$ cat src/sv/stpg_pkg.sv
// ----------------------------------------------------------------------------
// Step/direction pulse generator package
// Shared widths, queue sizing and the structs passed between the front end,
// the back end and the top level.
// ----------------------------------------------------------------------------
package stpg_pkg;

	localparam int COUNT_BITS    = 24;
	localparam int POSITION_BITS = 48;
	localparam int HALF_W        = 16;
	localparam int SETUP_W       = 8;
	localparam int MODE_W        = 3;
	localparam int PHASE_W       = 2;
	localparam int MAX_SHIFT     = 5;
	localparam int CFG_IDX_W     = 2;
	localparam int CFG_DATA_W    = 16;

	// Both internal queues are two entries deep.
	localparam int Q_DEPTH       = 2;
	localparam int Q_PTR_W       = 1;
	localparam int Q_CNT_W       = 2;

	typedef struct packed {
		logic                  is_move;
		logic                  neg;
		logic [COUNT_BITS-1:0] count;
		logic [COUNT_BITS-1:0] magnitude;
	} cmd_t;

	typedef struct packed {
		logic [HALF_W-1:0]  half_period_ticks;
		logic [SETUP_W-1:0] dir_setup_ticks;
		logic [MODE_W-1:0]  microstep_mode;
	} cfg_t;

	typedef struct packed {
		logic                     step_out;
		logic                     dir_out;
		logic [MODE_W-1:0]        mode_bits;
		logic                     busy_res;
		logic                     rejected;
		logic [POSITION_BITS-1:0] position;
	} res_t;

endpackage

$ cat src/sv/stpg_front.sv
// ----------------------------------------------------------------------------
// Step/direction pulse generator front end
// Accepts input transactions, classifies them as ticks or moves, precomputes
// direction and step magnitude, and buffers them for the back end.
// ----------------------------------------------------------------------------
module stpg_front (
	input  logic                                   clk,
	input  logic                                   arst_n,
	input  logic                                   push,
	output logic                                   full,
	input  logic                                   action,
	input  logic signed [stpg_pkg::COUNT_BITS-1:0] step_count,
	output logic                                   cmd_valid,
	output stpg_pkg::cmd_t                         cmd,
	input  logic                                   cmd_pop
);
	import stpg_pkg::*;

	cmd_t               cls;
	cmd_t               mem_q [Q_DEPTH];
	logic [Q_PTR_W-1:0] wr_ptr_q;
	logic [Q_PTR_W-1:0] rd_ptr_q;
	logic [Q_CNT_W-1:0] cnt_q;
	logic               wr;
	logic               rd;

	always_comb begin
		cls.is_move = action;
		cls.neg     = step_count[COUNT_BITS-1];
		cls.count   = $unsigned(step_count);
		// The most negative count keeps its full magnitude as an unsigned value.
		if (step_count[COUNT_BITS-1]) begin
			cls.magnitude = ~$unsigned(step_count) + COUNT_BITS'(1);
		end else begin
			cls.magnitude = $unsigned(step_count);
		end
	end

	assign full      = (cnt_q == Q_CNT_W'(Q_DEPTH));
	assign cmd_valid = (cnt_q != '0);
	assign cmd       = mem_q[rd_ptr_q];
	assign wr        = push && !full;
	assign rd        = cmd_pop && cmd_valid;

	always_ff @(posedge clk) begin
		if (wr) begin
			mem_q[wr_ptr_q] <= cls;
		end
	end

	always_ff @(posedge clk or negedge arst_n) begin
		if (!arst_n) begin
			wr_ptr_q <= '0;
			rd_ptr_q <= '0;
			cnt_q    <= '0;
		end else begin
			if (wr) begin
				wr_ptr_q <= (wr_ptr_q == Q_PTR_W'(Q_DEPTH - 1)) ? '0 : wr_ptr_q + 1'b1;
			end
			if (rd) begin
				rd_ptr_q <= (rd_ptr_q == Q_PTR_W'(Q_DEPTH - 1)) ? '0 : rd_ptr_q + 1'b1;
			end
			if (wr && !rd) begin
				cnt_q <= cnt_q + 1'b1;
			end else if (rd && !wr) begin
				cnt_q <= cnt_q - 1'b1;
			end
		end
	end

endmodule

$ cat src/sv/stpg_back.sv
// ----------------------------------------------------------------------------
// Step/direction pulse generator back end
// Runs the setup/high/low sequencer and the position counter for each
// command and queues one result per command for the output side.
// ----------------------------------------------------------------------------
module stpg_back (
	input  logic           clk,
	input  logic           arst_n,
	input  stpg_pkg::cfg_t cfg,
	input  logic           cmd_valid,
	input  stpg_pkg::cmd_t cmd,
	output logic           cmd_pop,
	output logic           empty,
	input  logic           pop,
	output stpg_pkg::res_t res
);
	import stpg_pkg::*;

	localparam logic [PHASE_W-1:0] PH_IDLE  = 2'd0;
	localparam logic [PHASE_W-1:0] PH_SETUP = 2'd1;
	localparam logic [PHASE_W-1:0] PH_HIGH  = 2'd2;
	localparam logic [PHASE_W-1:0] PH_LOW   = 2'd3;

	logic [POSITION_BITS-1:0] position_q, position_d;
	logic [COUNT_BITS-1:0]    steps_q, steps_d;
	logic [HALF_W-1:0]        timer_q, timer_d;
	logic [PHASE_W-1:0]       phase_q, phase_d;
	logic                     dir_q, dir_d;
	logic                     level_q, level_d;
	logic                     rej_d;
	logic [HALF_W-1:0]        reload;
	logic [POSITION_BITS-1:0] ext;
	logic [POSITION_BITS-1:0] addend;
	logic                     cmd_take;
	res_t                     res_d;

	res_t               res_mem_q [Q_DEPTH];
	logic [Q_PTR_W-1:0] res_wr_ptr_q;
	logic [Q_PTR_W-1:0] res_rd_ptr_q;
	logic [Q_CNT_W-1:0] res_cnt_q;
	logic               res_rd;

	assign cmd_take = cmd_valid && (res_cnt_q != Q_CNT_W'(Q_DEPTH));
	assign cmd_pop  = cmd_take;

	// A zero half period behaves like one tick.
	assign reload = (cfg.half_period_ticks == '0) ? '0 : cfg.half_period_ticks - 1'b1;

	// Position step is count * (32 >> mode); modes above five add nothing.
	assign ext = POSITION_BITS'($signed(cmd.count));
	always_comb begin
		if (cfg.microstep_mode <= MODE_W'(MAX_SHIFT)) begin
			addend = ext << (MODE_W'(MAX_SHIFT) - cfg.microstep_mode);
		end else begin
			addend = '0;
		end
	end

	always_comb begin
		position_d = position_q;
		steps_d    = steps_q;
		timer_d    = timer_q;
		phase_d    = phase_q;
		dir_d      = dir_q;
		level_d    = level_q;
		rej_d      = 1'b0;
		if (cmd.is_move) begin
			if (phase_q != PH_IDLE) begin
				rej_d = 1'b1;
			end else begin
				position_d = position_q + addend;
				dir_d      = !cmd.neg;
				steps_d    = cmd.magnitude;
				phase_d    = PH_SETUP;
				timer_d    = HALF_W'(cfg.dir_setup_ticks);
				level_d    = 1'b0;
			end
		end else if (phase_q != PH_IDLE) begin
			if (timer_q != '0) begin
				timer_d = timer_q - 1'b1;
			end else if (phase_q == PH_HIGH) begin
				phase_d = PH_LOW;
				level_d = 1'b0;
				timer_d = reload;
			end else if (steps_q != '0) begin
				steps_d = steps_q - 1'b1;
				phase_d = PH_HIGH;
				level_d = 1'b1;
				timer_d = reload;
			end else begin
				phase_d = PH_IDLE;
				level_d = 1'b0;
				timer_d = '0;
			end
		end
	end

	always_comb begin
		res_d.step_out  = level_d;
		res_d.dir_out   = dir_d;
		res_d.mode_bits = cfg.microstep_mode;
		res_d.busy_res  = (phase_d != PH_IDLE);
		res_d.rejected  = rej_d;
		res_d.position  = position_d;
	end

	always_ff @(posedge clk or negedge arst_n) begin
		if (!arst_n) begin
			position_q <= '0;
			steps_q    <= '0;
			timer_q    <= '0;
			phase_q    <= PH_IDLE;
			dir_q      <= 1'b0;
			level_q    <= 1'b0;
		end else if (cmd_take) begin
			position_q <= position_d;
			steps_q    <= steps_d;
			timer_q    <= timer_d;
			phase_q    <= phase_d;
			dir_q      <= dir_d;
			level_q    <= level_d;
		end
	end

	// Result queue.
	assign empty  = (res_cnt_q == '0);
	assign res    = res_mem_q[res_rd_ptr_q];
	assign res_rd = pop && !empty;

	always_ff @(posedge clk) begin
		if (cmd_take) begin
			res_mem_q[res_wr_ptr_q] <= res_d;
		end
	end

	always_ff @(posedge clk or negedge arst_n) begin
		if (!arst_n) begin
			res_wr_ptr_q <= '0;
			res_rd_ptr_q <= '0;
			res_cnt_q    <= '0;
		end else begin
			if (cmd_take) begin
				res_wr_ptr_q <= (res_wr_ptr_q == Q_PTR_W'(Q_DEPTH - 1)) ? '0 :
					res_wr_ptr_q + 1'b1;
			end
			if (res_rd) begin
				res_rd_ptr_q <= (res_rd_ptr_q == Q_PTR_W'(Q_DEPTH - 1)) ? '0 :
					res_rd_ptr_q + 1'b1;
			end
			if (cmd_take && !res_rd) begin
				res_cnt_q <= res_cnt_q + 1'b1;
			end else if (res_rd && !cmd_take) begin
				res_cnt_q <= res_cnt_q - 1'b1;
			end
		end
	end

`ifndef SYNTHESIS
	a_level_only_high: assert property (@(posedge clk) disable iff (!arst_n)
		level_q |-> (phase_q == PH_HIGH))
		else $error("step level high outside the high phase");

	a_idle_timer_clear: assert property (@(posedge clk) disable iff (!arst_n)
		(phase_q == PH_IDLE) |-> (timer_q == '0))
		else $error("phase timer not clear while idle");

	a_move_starts_setup: assert property (@(posedge clk) disable iff (!arst_n)
		(cmd_take && cmd.is_move && (phase_q == PH_IDLE)) |=> (phase_q == PH_SETUP))
		else $error("accepted move did not enter the setup phase");

	a_res_cnt_bound: assert property (@(posedge clk) disable iff (!arst_n)
		res_cnt_q <= Q_CNT_W'(Q_DEPTH))
		else $error("result queue count above its depth");
`endif

endmodule

$ cat src/sv/stepper_step_dir_pulse_generator_core.sv
// A transaction is held in the input queue, then registered into the sequencer state and the
// result queue together, from which it can be popped. Throughput: one transaction per cycle
// while the result queue has room; the sequencer updates its state once per transaction.
// Two-entry queues on each side let input and output stall independently.
// Reset: arst_n clears position, sequencer and both queues at once; registers take defaults.
// ----------------------------------------------------------------------------
// Step/direction pulse generator core
// Drives a step/direction stepper driver from tick and move transactions,
// with a configuration write port for timing and microstep mode.
// ----------------------------------------------------------------------------
module stepper_step_dir_pulse_generator_core (
	input  logic                                      clk,
	input  logic                                      arst_n,
	input  logic                                      push,
	output logic                                      full,
	input  logic                                      action,
	input  logic signed [stpg_pkg::COUNT_BITS-1:0]    step_count,
	output logic                                      empty,
	input  logic                                      pop,
	output logic                                      step_out,
	output logic                                      dir_out,
	output logic [stpg_pkg::MODE_W-1:0]               mode_bits,
	output logic                                      busy_res,
	output logic                                      rejected,
	output logic signed [stpg_pkg::POSITION_BITS-1:0] position,
	input  logic                                      wr_en,
	input  logic [stpg_pkg::CFG_IDX_W-1:0]            wr_index,
	input  logic [stpg_pkg::CFG_DATA_W-1:0]           wr_data
);
	import stpg_pkg::*;

	localparam logic [CFG_IDX_W-1:0] CFG_HALF_PERIOD = 2'd0;
	localparam logic [CFG_IDX_W-1:0] CFG_DIR_SETUP   = 2'd1;
	localparam logic [CFG_IDX_W-1:0] CFG_MICROSTEP   = 2'd2;

	localparam logic [HALF_W-1:0]  HALF_RESET  = 16'd100;
	localparam logic [SETUP_W-1:0] SETUP_RESET = 8'd35;
	localparam logic [MODE_W-1:0]  MODE_RESET  = 3'd0;

	logic [HALF_W-1:0]  half_q;
	logic [SETUP_W-1:0] setup_q;
	logic [MODE_W-1:0]  mode_q;
	cfg_t               cfg;
	logic               cmd_valid;
	logic               cmd_pop;
	cmd_t               cmd;
	res_t               res;

	always_ff @(posedge clk or negedge arst_n) begin
		if (!arst_n) begin
			half_q  <= HALF_RESET;
			setup_q <= SETUP_RESET;
			mode_q  <= MODE_RESET;
		end else if (wr_en) begin
			case (wr_index)
				CFG_HALF_PERIOD: half_q  <= wr_data[HALF_W-1:0];
				CFG_DIR_SETUP:   setup_q <= wr_data[SETUP_W-1:0];
				CFG_MICROSTEP:   mode_q  <= wr_data[MODE_W-1:0];
				default: begin
				end
			endcase
		end
	end

	always_comb begin
		cfg.half_period_ticks = half_q;
		cfg.dir_setup_ticks   = setup_q;
		cfg.microstep_mode    = mode_q;
	end

	stpg_front u_front (
		.clk        (clk),
		.arst_n     (arst_n),
		.push       (push),
		.full       (full),
		.action     (action),
		.step_count (step_count),
		.cmd_valid  (cmd_valid),
		.cmd        (cmd),
		.cmd_pop    (cmd_pop)
	);

	stpg_back u_back (
		.clk       (clk),
		.arst_n    (arst_n),
		.cfg       (cfg),
		.cmd_valid (cmd_valid),
		.cmd       (cmd),
		.cmd_pop   (cmd_pop),
		.empty     (empty),
		.pop       (pop),
		.res       (res)
	);

	assign step_out  = res.step_out;
	assign dir_out   = res.dir_out;
	assign mode_bits = res.mode_bits;
	assign busy_res  = res.busy_res;
	assign rejected  = res.rejected;
	assign position  = $signed(res.position);

endmodule
$ cat config.mk
export PLATFORM = sky130hd
export DESIGN_NAME = stepper_step_dir_pulse_generator_core
export DESIGN_NICKNAME = d
export VERILOG_FILES = /design/src/sv/stpg_pkg.sv /design/src/sv/stpg_front.sv /design/src/sv/stpg_back.sv /design/src/sv/stepper_step_dir_pulse_generator_core.sv
export SDC_FILE = /design/constraint.sdc
export NUM_CORES = 1
export LEC_CHECK = 0
export ABC_CLOCK_PERIOD_IN_PS = 5390
export BUFFER_PORTS_ARGS = -buffer_cell sky130_fd_sc_hd__buf_2
export CAP_MARGIN = 10
export CORE_MARGIN = 2
export CORE_UTILIZATION = 30
export DETAILED_ROUTE_END_ITERATION = 10
export HOLD_SLACK_MARGIN = 0.15
export SLEW_MARGIN = 10
export SYNTH_ARGS = -nofsm -noshare
export SYNTH_HDL_FRONTEND = slang
export SYNTH_SLANG_ARGS = --single-unit
$ cat constraint.sdc
create_clock -name clk -period 5.39 [get_ports clk]
set_input_delay 0.539 -clock clk [delete_from_list [all_inputs] [get_ports clk]]
set_output_delay 0.539 -clock clk [all_outputs]
set_load 0.05 [all_outputs]
==> qor.csv, run 1 <==
metric,value,unit
status,completed,
Synth top area share,33.03,%
dpl ws,0.2509,ns
share of cells above drive strength 1,20.50,%
Final period util,91.07,%
CP endpoint kind,flip-flop,
Setup TNS,0,ns
Mapped Cells,1738,
Sw Share,45.19,%
Cell variety after synth,77,
Net Sw Power,6693,uW
post-synthesis adder-cell area fraction,3.916,%
first-pass GRT wire length,77480,um
crit path cell chain,mux4_2 > nor2b_1 > a31oi_1 > a211oi_1 > ha_1 > and3_1 > and3_1 > a211o_1 > a41oi_1 > o311ai_0 > nand3_1 > a211o_1 > nand3_1,
Site Rows,91,
antenna violations before repair,2,
"count leader, synth",nand2_1,
Tot GR Track Use,15.36,%
Peak Freq,203.7,MHz
Inst Count DP,2611,
Leak Pwr,0.008349,uW
"EDFF count, synth",206,
slowest CP cell,o311ai_0,
max_cap viols,0,
post-synth design cell area,18730,um^2
register share of total power,30.7,%
largest net degree at the start of global routing,81,
Worst setup SP type,flip-flop,
Vias/cell,5.139,
Hold Slack,0.1814,ns
CTS tree,built,
Clock transition at path regs,0.06,ns
worst vdd ir,0.3180,mV
Routed WL,49550,um
"Net count, final",1921,
#FFs+latches synth,333,
die area,64430,um^2
multi-input gate area in the final layout,8869,um^2
Least-Margin Pin Slew,1.151,ns
Synth area leaders,"edfxtp_1 (33%), dfrtp_1 (16%), mux2_2 (7.3%), nand2_1 (4.6%), ha_1 (3.8%)",
post-synth top area cell,edfxtp_1,
Final WS setup,0.4813,ns
PD cells,689.3,nW/um^2
worst min path class,in2reg,
most frequent cells after synthesis,"nand2_1 (229), edfxtp_1 (206), dfrtp_1 (121), mux2_2 (121), o21ai_0 (107)",
ys async rst share,38.14,%
Simple-Gate Fraction of Synth Area,13.54,%
Post-Synth XOR/XNOR Area,3.789,%
clk buf depth,3,
overall power,14810,uW
max_slew headroom,23.29,%
Register Area,9374,um^2
final HPWL from detailed placement,35400,um
die height,253.8,um
P_int,8118,uW
routed vias,13784,
DR WL/cell,18.48,um
Critical Path AT,5.32,ns
routability cong.,0.9029,
ANT nets after route,0,
post-synthesis compound-gate area fraction,14.72,%
Worst path max stage delay,0.86,ns
# fillers,6170,
"Data required, critical path",5.80,ns
top_reg_cell synth,edfxtp_1,
RSZ-0062 raised after global routing,false,
final setup skew,0.02462,ns
Initial Util,30.34,%
Logic pwr share,51.3,%
first drt pass iteration count,5,
clock share of power,18.0,%
Crit Path Max Fanout,15,
CTS sink count,333,
Yosys warnings,0,
CTS root buf,clkbuf_16,
largest family of logic cells by synthesized area,compound AO/OA/AOI/OAI gates,
Max Transition Viols Final,0,
vias in the first global route,13703,
area of the core,61710,um^2
fin cells,2682,
post-synthesis sequential area ratio,50.05,%
IO buf count,104,
Die Width,253.8,um
DR iter-0 viols,972,
Final setup viols,0,
Final Hold Viols,0,
drt drc,0,
clock latency on the worst-skew pair,0.56,ns
I/O pins,105,
Crit Path Category,reg2reg,
mean post-synth cell area,10.77,um^2
post-layout min period,4.909,ns
total global routing overflow,0,
number of H-tree levels,2,
syn_nets,1844,
CTS buffer count,38,
post-synthesis mux area share,11.09,%
area growth from synthesis to final layout,14.75,%
-- layout by cell type, fill, tap and decap left out, types with 9 or more instances in the layout --
master     instances
nor2_1            93
dfrtp_1          119
or4_1             12
ha_1              57
buf_2            103
a21oi_1           93
xor2_1            20
nor2b_1            9
xnor2_1           61
a31oi_1           14
mux2i_1           24
buf_4             27
nand2_1          228
o21bai_1          13
a211oi_1          29
nor4_1            11
inv_1             41
and3_1            13
edfxtp_1         206
clkinv_2          11
o211ai_1          13
o21a_1            19
nor3_1            43
o21ai_0          107
o31ai_1           24
or3_1             11
nand4_1           23
mux2_2           121
mux4_2            21
clkbuf_16         39
nand2b_1          12
o22ai_1           15
nand3_1           32
a21o_1            27
-- layout make-up --
cell class / instances / area share [%]
Clock inverter: 25 / 1.269
Timing Repair Buffer: 133 / 3.535
Tap cell: 837 / 4.874
Sequential cell: 333 / 43.63
Multi-Input combinational cell: 1267 / 41.27
Clock buffer: 44 / 4.676
Inverter: 42 / 0.7337
Antenna cell: 1 / 0.01165
-- kinds of logic (layout without fill, tap and decap cells) --
| group | Yosys count | count (layout) |
|---|---|---|
| other cells | 0 | 1 |
| flops | 333 | 333 |
| xor+xnor | 81 | 81 |
| compound gates | 428 | 428 |
| simple gates | 534 | 534 |
| buf+inv | 138 | 244 |
| fa+ha+maj | 58 | 58 |
| mux | 166 | 166 |
-- per-layer routing --
| metal | part of all wire [%] | vias up | global-route usage (%) |
|---|---|---|---|
| met3 | 4.1 | 69 | 2.530 |
| li1 | - | 6658 | - |
| met1 | 45 | 6776 | 20.20 |
| met5 | 0.026 | - | 0 |
| met4 | 2.3 | 2 | 4.437 |
| met2 | 48 | 279 | 25.96 |
-- worst max-delay path, delay by kind of cell, from the launching register on --
family	cells	cell delay [ns]
AOI/OAI and AO/OA	6	2.10
adders and majority gates	1	0.37
DFF	1	0.63
muxes	1	0.57
and+or+nand+nor	5	1.08
-- power groups by stage --
stage	clock network [uW]	logic, uW	registers, uW
after floorplan	0	5810	4390
after global placement	0	7550	4550
after detailed placement	0	7620	4590
after CTS	2730	7660	4550
after global routing	2830	8340	4660
final	2660	7600	4550
-- stage by stage --
stage / utilization, % / instance area (um^2)
floorplan: - / 18730
global placement: 32.72 / 20190
detailed placement: 32.72 / 20190
CTS: 34.80 / 21480
global route: 34.81 / 21480
finish: 34.82 / 21490
-- sequential cells by signal (all words and copies together), names as in the netlist --
register	flops
u_back.steps_q	24
u_front.cnt_q	2
half_q	16
u_back.res_wr_ptr_q	1
u_back.res_rd_ptr_q	1
u_back.timer_q	16
u_back.phase_q	2
u_front.mem_q	96
u_back.level_q	1
u_front.wr_ptr_q	1
u_back.dir_q	1
u_front.rd_ptr_q	1
u_back.res_mem_q	110
mode_q	3
u_back.position_q	48
u_back.res_cnt_q	2
setup_q	8
-- path summary, 6_finish.rpt --
path	from	endpoint	slack (ns)	depth (start not counted)
min in group asynchronous	arst_n	u_back.position_q[4]	0.66	2
worst min register to register	mode_q[2]	u_back.res_mem_q[0][52]	0.49	0
worst min-delay path	action	u_front.mem_q[0][49]	0.18	1
max in group asynchronous	arst_n	u_back.res_wr_ptr_q	3.45	3
worst max register to register	u_front.rd_ptr_q	u_back.res_mem_q[1][39]	0.48	13
worst max-delay path	u_front.rd_ptr_q	u_back.res_mem_q[1][39]	0.48	13
-- repair_timing --
item | 4_1_cts | 5_1_grt
resized for setup | 0 | 2
setup endpoints to repair | 0 | 6
setup buffers | 0 | 0
hold endpoints to repair | 79 | 0
hold buffers | 1 | 0
Power figures use the tool's default switching activity.
==> inputs of run 2 (changes only) <==
MAX_ROUTING_LAYER = met4   (was not set)
==> run 2 against run 1 <==
Against the previous run: largest power group unchanged; critical path depth up 1; largest cell class unchanged; sequential share of layout area fell by 0.18 points; register-to-register slack gained 0.11 ns; routed wire length shrank 0.86%.
==> qor.csv, run 2 (synthesis results as in run 1) <==
metric,value,unit
status,completed,
"commonest non-fill, non-tap cell in the layout",nand2_1,
PostCTS Resize Cnt,0,
hold worst-path end,half_q[11],
Inst Count DP,2615,
worst min path class,in2reg,
Initial Util,30.34,%
CTS buffer count,38,
Crit Path Category,reg2reg,
max_slew headroom,26.83,%
fin cells,2688,
routability cong.,0.8798,
Die Width,253.8,um
final HPWL from detailed placement,35470,um
"Core Util, Final",34.96,%
first drt pass iteration count,5,
flop-to-flop setup slack,0.59,ns
Final setup viols,0,
die height,253.8,um
multi-input gate area in the final layout,8862,um^2
"Data required, critical path",5.80,ns
final setup skew,0.02768,ns
largest net degree at the start of global routing,83,
Clock transition at path regs,0.06,ns
clk buf depth,3,
Final period util,89.04,%
Final Hold Viols,0,
Register Area,9374,um^2
PD cells,691.7,nW/um^2
Site Rows,91,
drt drc,0,
Hold Slack,0.2056,ns
overall power,14920,uW
RSZ-0062 raised after global routing,false,
post-layout min period,4.799,ns
Vias/cell,5.118,
max_cap viols,0,
hold path cells,2,
ANT nets after route,0,
routed vias,13756,
clock latency on the worst-skew pair,0.56,ns
area of the core,61710,um^2
hold buffers post-CTS,2,
vias in the first global route,13304,
I/O pins,105,
CTS root buf,clkbuf_16,
Worst R2R End,u_back.res_mem_q[0][39],
Setup Buffers After CTS,0,
"Net count, final",1926,
Worst path max stage delay,0.80,ns
top flop regs,"u_back.res_mem_q: 110 flops, u_front.mem_q: 96 flops, u_back.position_q: 48 flops",
Least-Margin Pin Slew,1.098,ns
total global routing overflow,0,
slowest CP cell,o311ai_0,
die area,64430,um^2
Critical Path AT,5.21,ns
CP endpoint kind,flip-flop,
Biggest register,u_back.res_mem_q,
Max Transition Viols Final,0,
max reg flops,110,
IO buf count,104,
CTS sink count,333,
r2r startpoint,u_front.rd_ptr_q,
number of H-tree levels,2,
Tot GR Track Use,15.67,%
share of cells above drive strength 1,20.65,%
Worst setup SP type,flip-flop,
Crit Path Max Fanout,14,
antenna violations before repair,1,
Peak Freq,208.4,MHz
DR WL/cell,18.28,um
area growth from synthesis to final layout,15.21,%
first-pass GRT wire length,76740,um
Hold Crit Start,wr_data[11],
worst r2r path cells,14,
worst vdd ir,0.2352,mV
CTS tree,built,
Routed WL,49130,um
Setup TNS,0,ns
# fillers,6165,
crit path cell chain,mux4_2 > nor2b_1 > a31oi_1 > a211oi_1 > ha_1 > and3_1 > and3_1 > a211o_1 > a41oi_1 > buf_4 > o311ai_0 > nand3_1 > a211o_1 > nand3_1,
most frequent cells in the layout,"nand2_1 (228), edfxtp_1 (206), mux2_2 (121), dfrtp_1 (119), o21ai_0 (107)",
DR iter-0 viols,963,
Leak Pwr,0.008376,uW
[run 2: cell types whose count changed in the layout (fill, tap and decap cells not counted), sizes merged]
cell and delta:
clkinvlp +4, dlygate4sd3 +1, clkinv -8, bufinv +2, buf +4, inv +3
[run 2: report_power, final]
group,internal [uW],switching [uW],leakage [uW]
Clock,1670,1080,0.000635
Combinational,2590,5050,0.00421
Sequential,3960,570,0.00353
Total,8220,6700,0.00838
[run 2: stage by stage]
| step | setup slack (ns) | area, um^2 |
|---|---|---|
| floorplan | 0.7269 | 18730 |
| global placement | 0.6643 | 20220 |
| detailed placement | 0.5925 | 20220 |
| CTS | 0.6018 | 21570 |
| global route | 0.1959 | 21570 |
| finish | 0.5909 | 21570 |
[run 2: worst max-delay path by stage]
| stage | depth (start not counted) | from | endpoint | slack (ns) |
|---|---|---|---|---|
| floorplan | 15 | u_front.rd_ptr_q | u_back.res_mem_q[0][33] | 0.73 |
| global placement | 14 | u_front.rd_ptr_q | u_back.res_mem_q[0][38] | 0.66 |
| detailed placement | 14 | u_front.rd_ptr_q | u_back.res_mem_q[0][38] | 0.59 |
| CTS | 14 | u_front.rd_ptr_q | u_back.res_mem_q[1][38] | 0.60 |
| global route | 14 | u_front.rd_ptr_q | u_back.res_mem_q[1][38] | 0.20 |
| finish | 14 | u_front.rd_ptr_q | u_back.res_mem_q[0][39] | 0.59 |
[run 2: layer usage]
layer / vias up / routed length, um / GRT usage (%)
met3: 56 / 1844 / 2.212
li1: 6668 / - / -
met4: 0 / 842 / 3.462
met2: 258 / 24100 / 25.82
met5: - / 0 / -
met1: 6774 / 22340 / 20.49
[run 2: critical path: cells and delay by family (launching register included)]
family / cells / cell delay [ns]
AOI/OAI and AO/OA: 6 / 1.81
and+or+nand+nor: 5 / 1.10
DFF: 1 / 0.61
muxes: 1 / 0.56
adders and majority gates: 1 / 0.38
buffers and inverters: 1 / 0.19
[run 2: final cells by class]
class	count	area share, %
multi-input cells	1267	41.08
diodes	1	0.01160
repair buffers	138	3.706
well taps	837	4.854
clock buffers	44	4.605
inverters	42	0.7307
flip-flops and latches	333	43.45
clock inverters	26	1.566
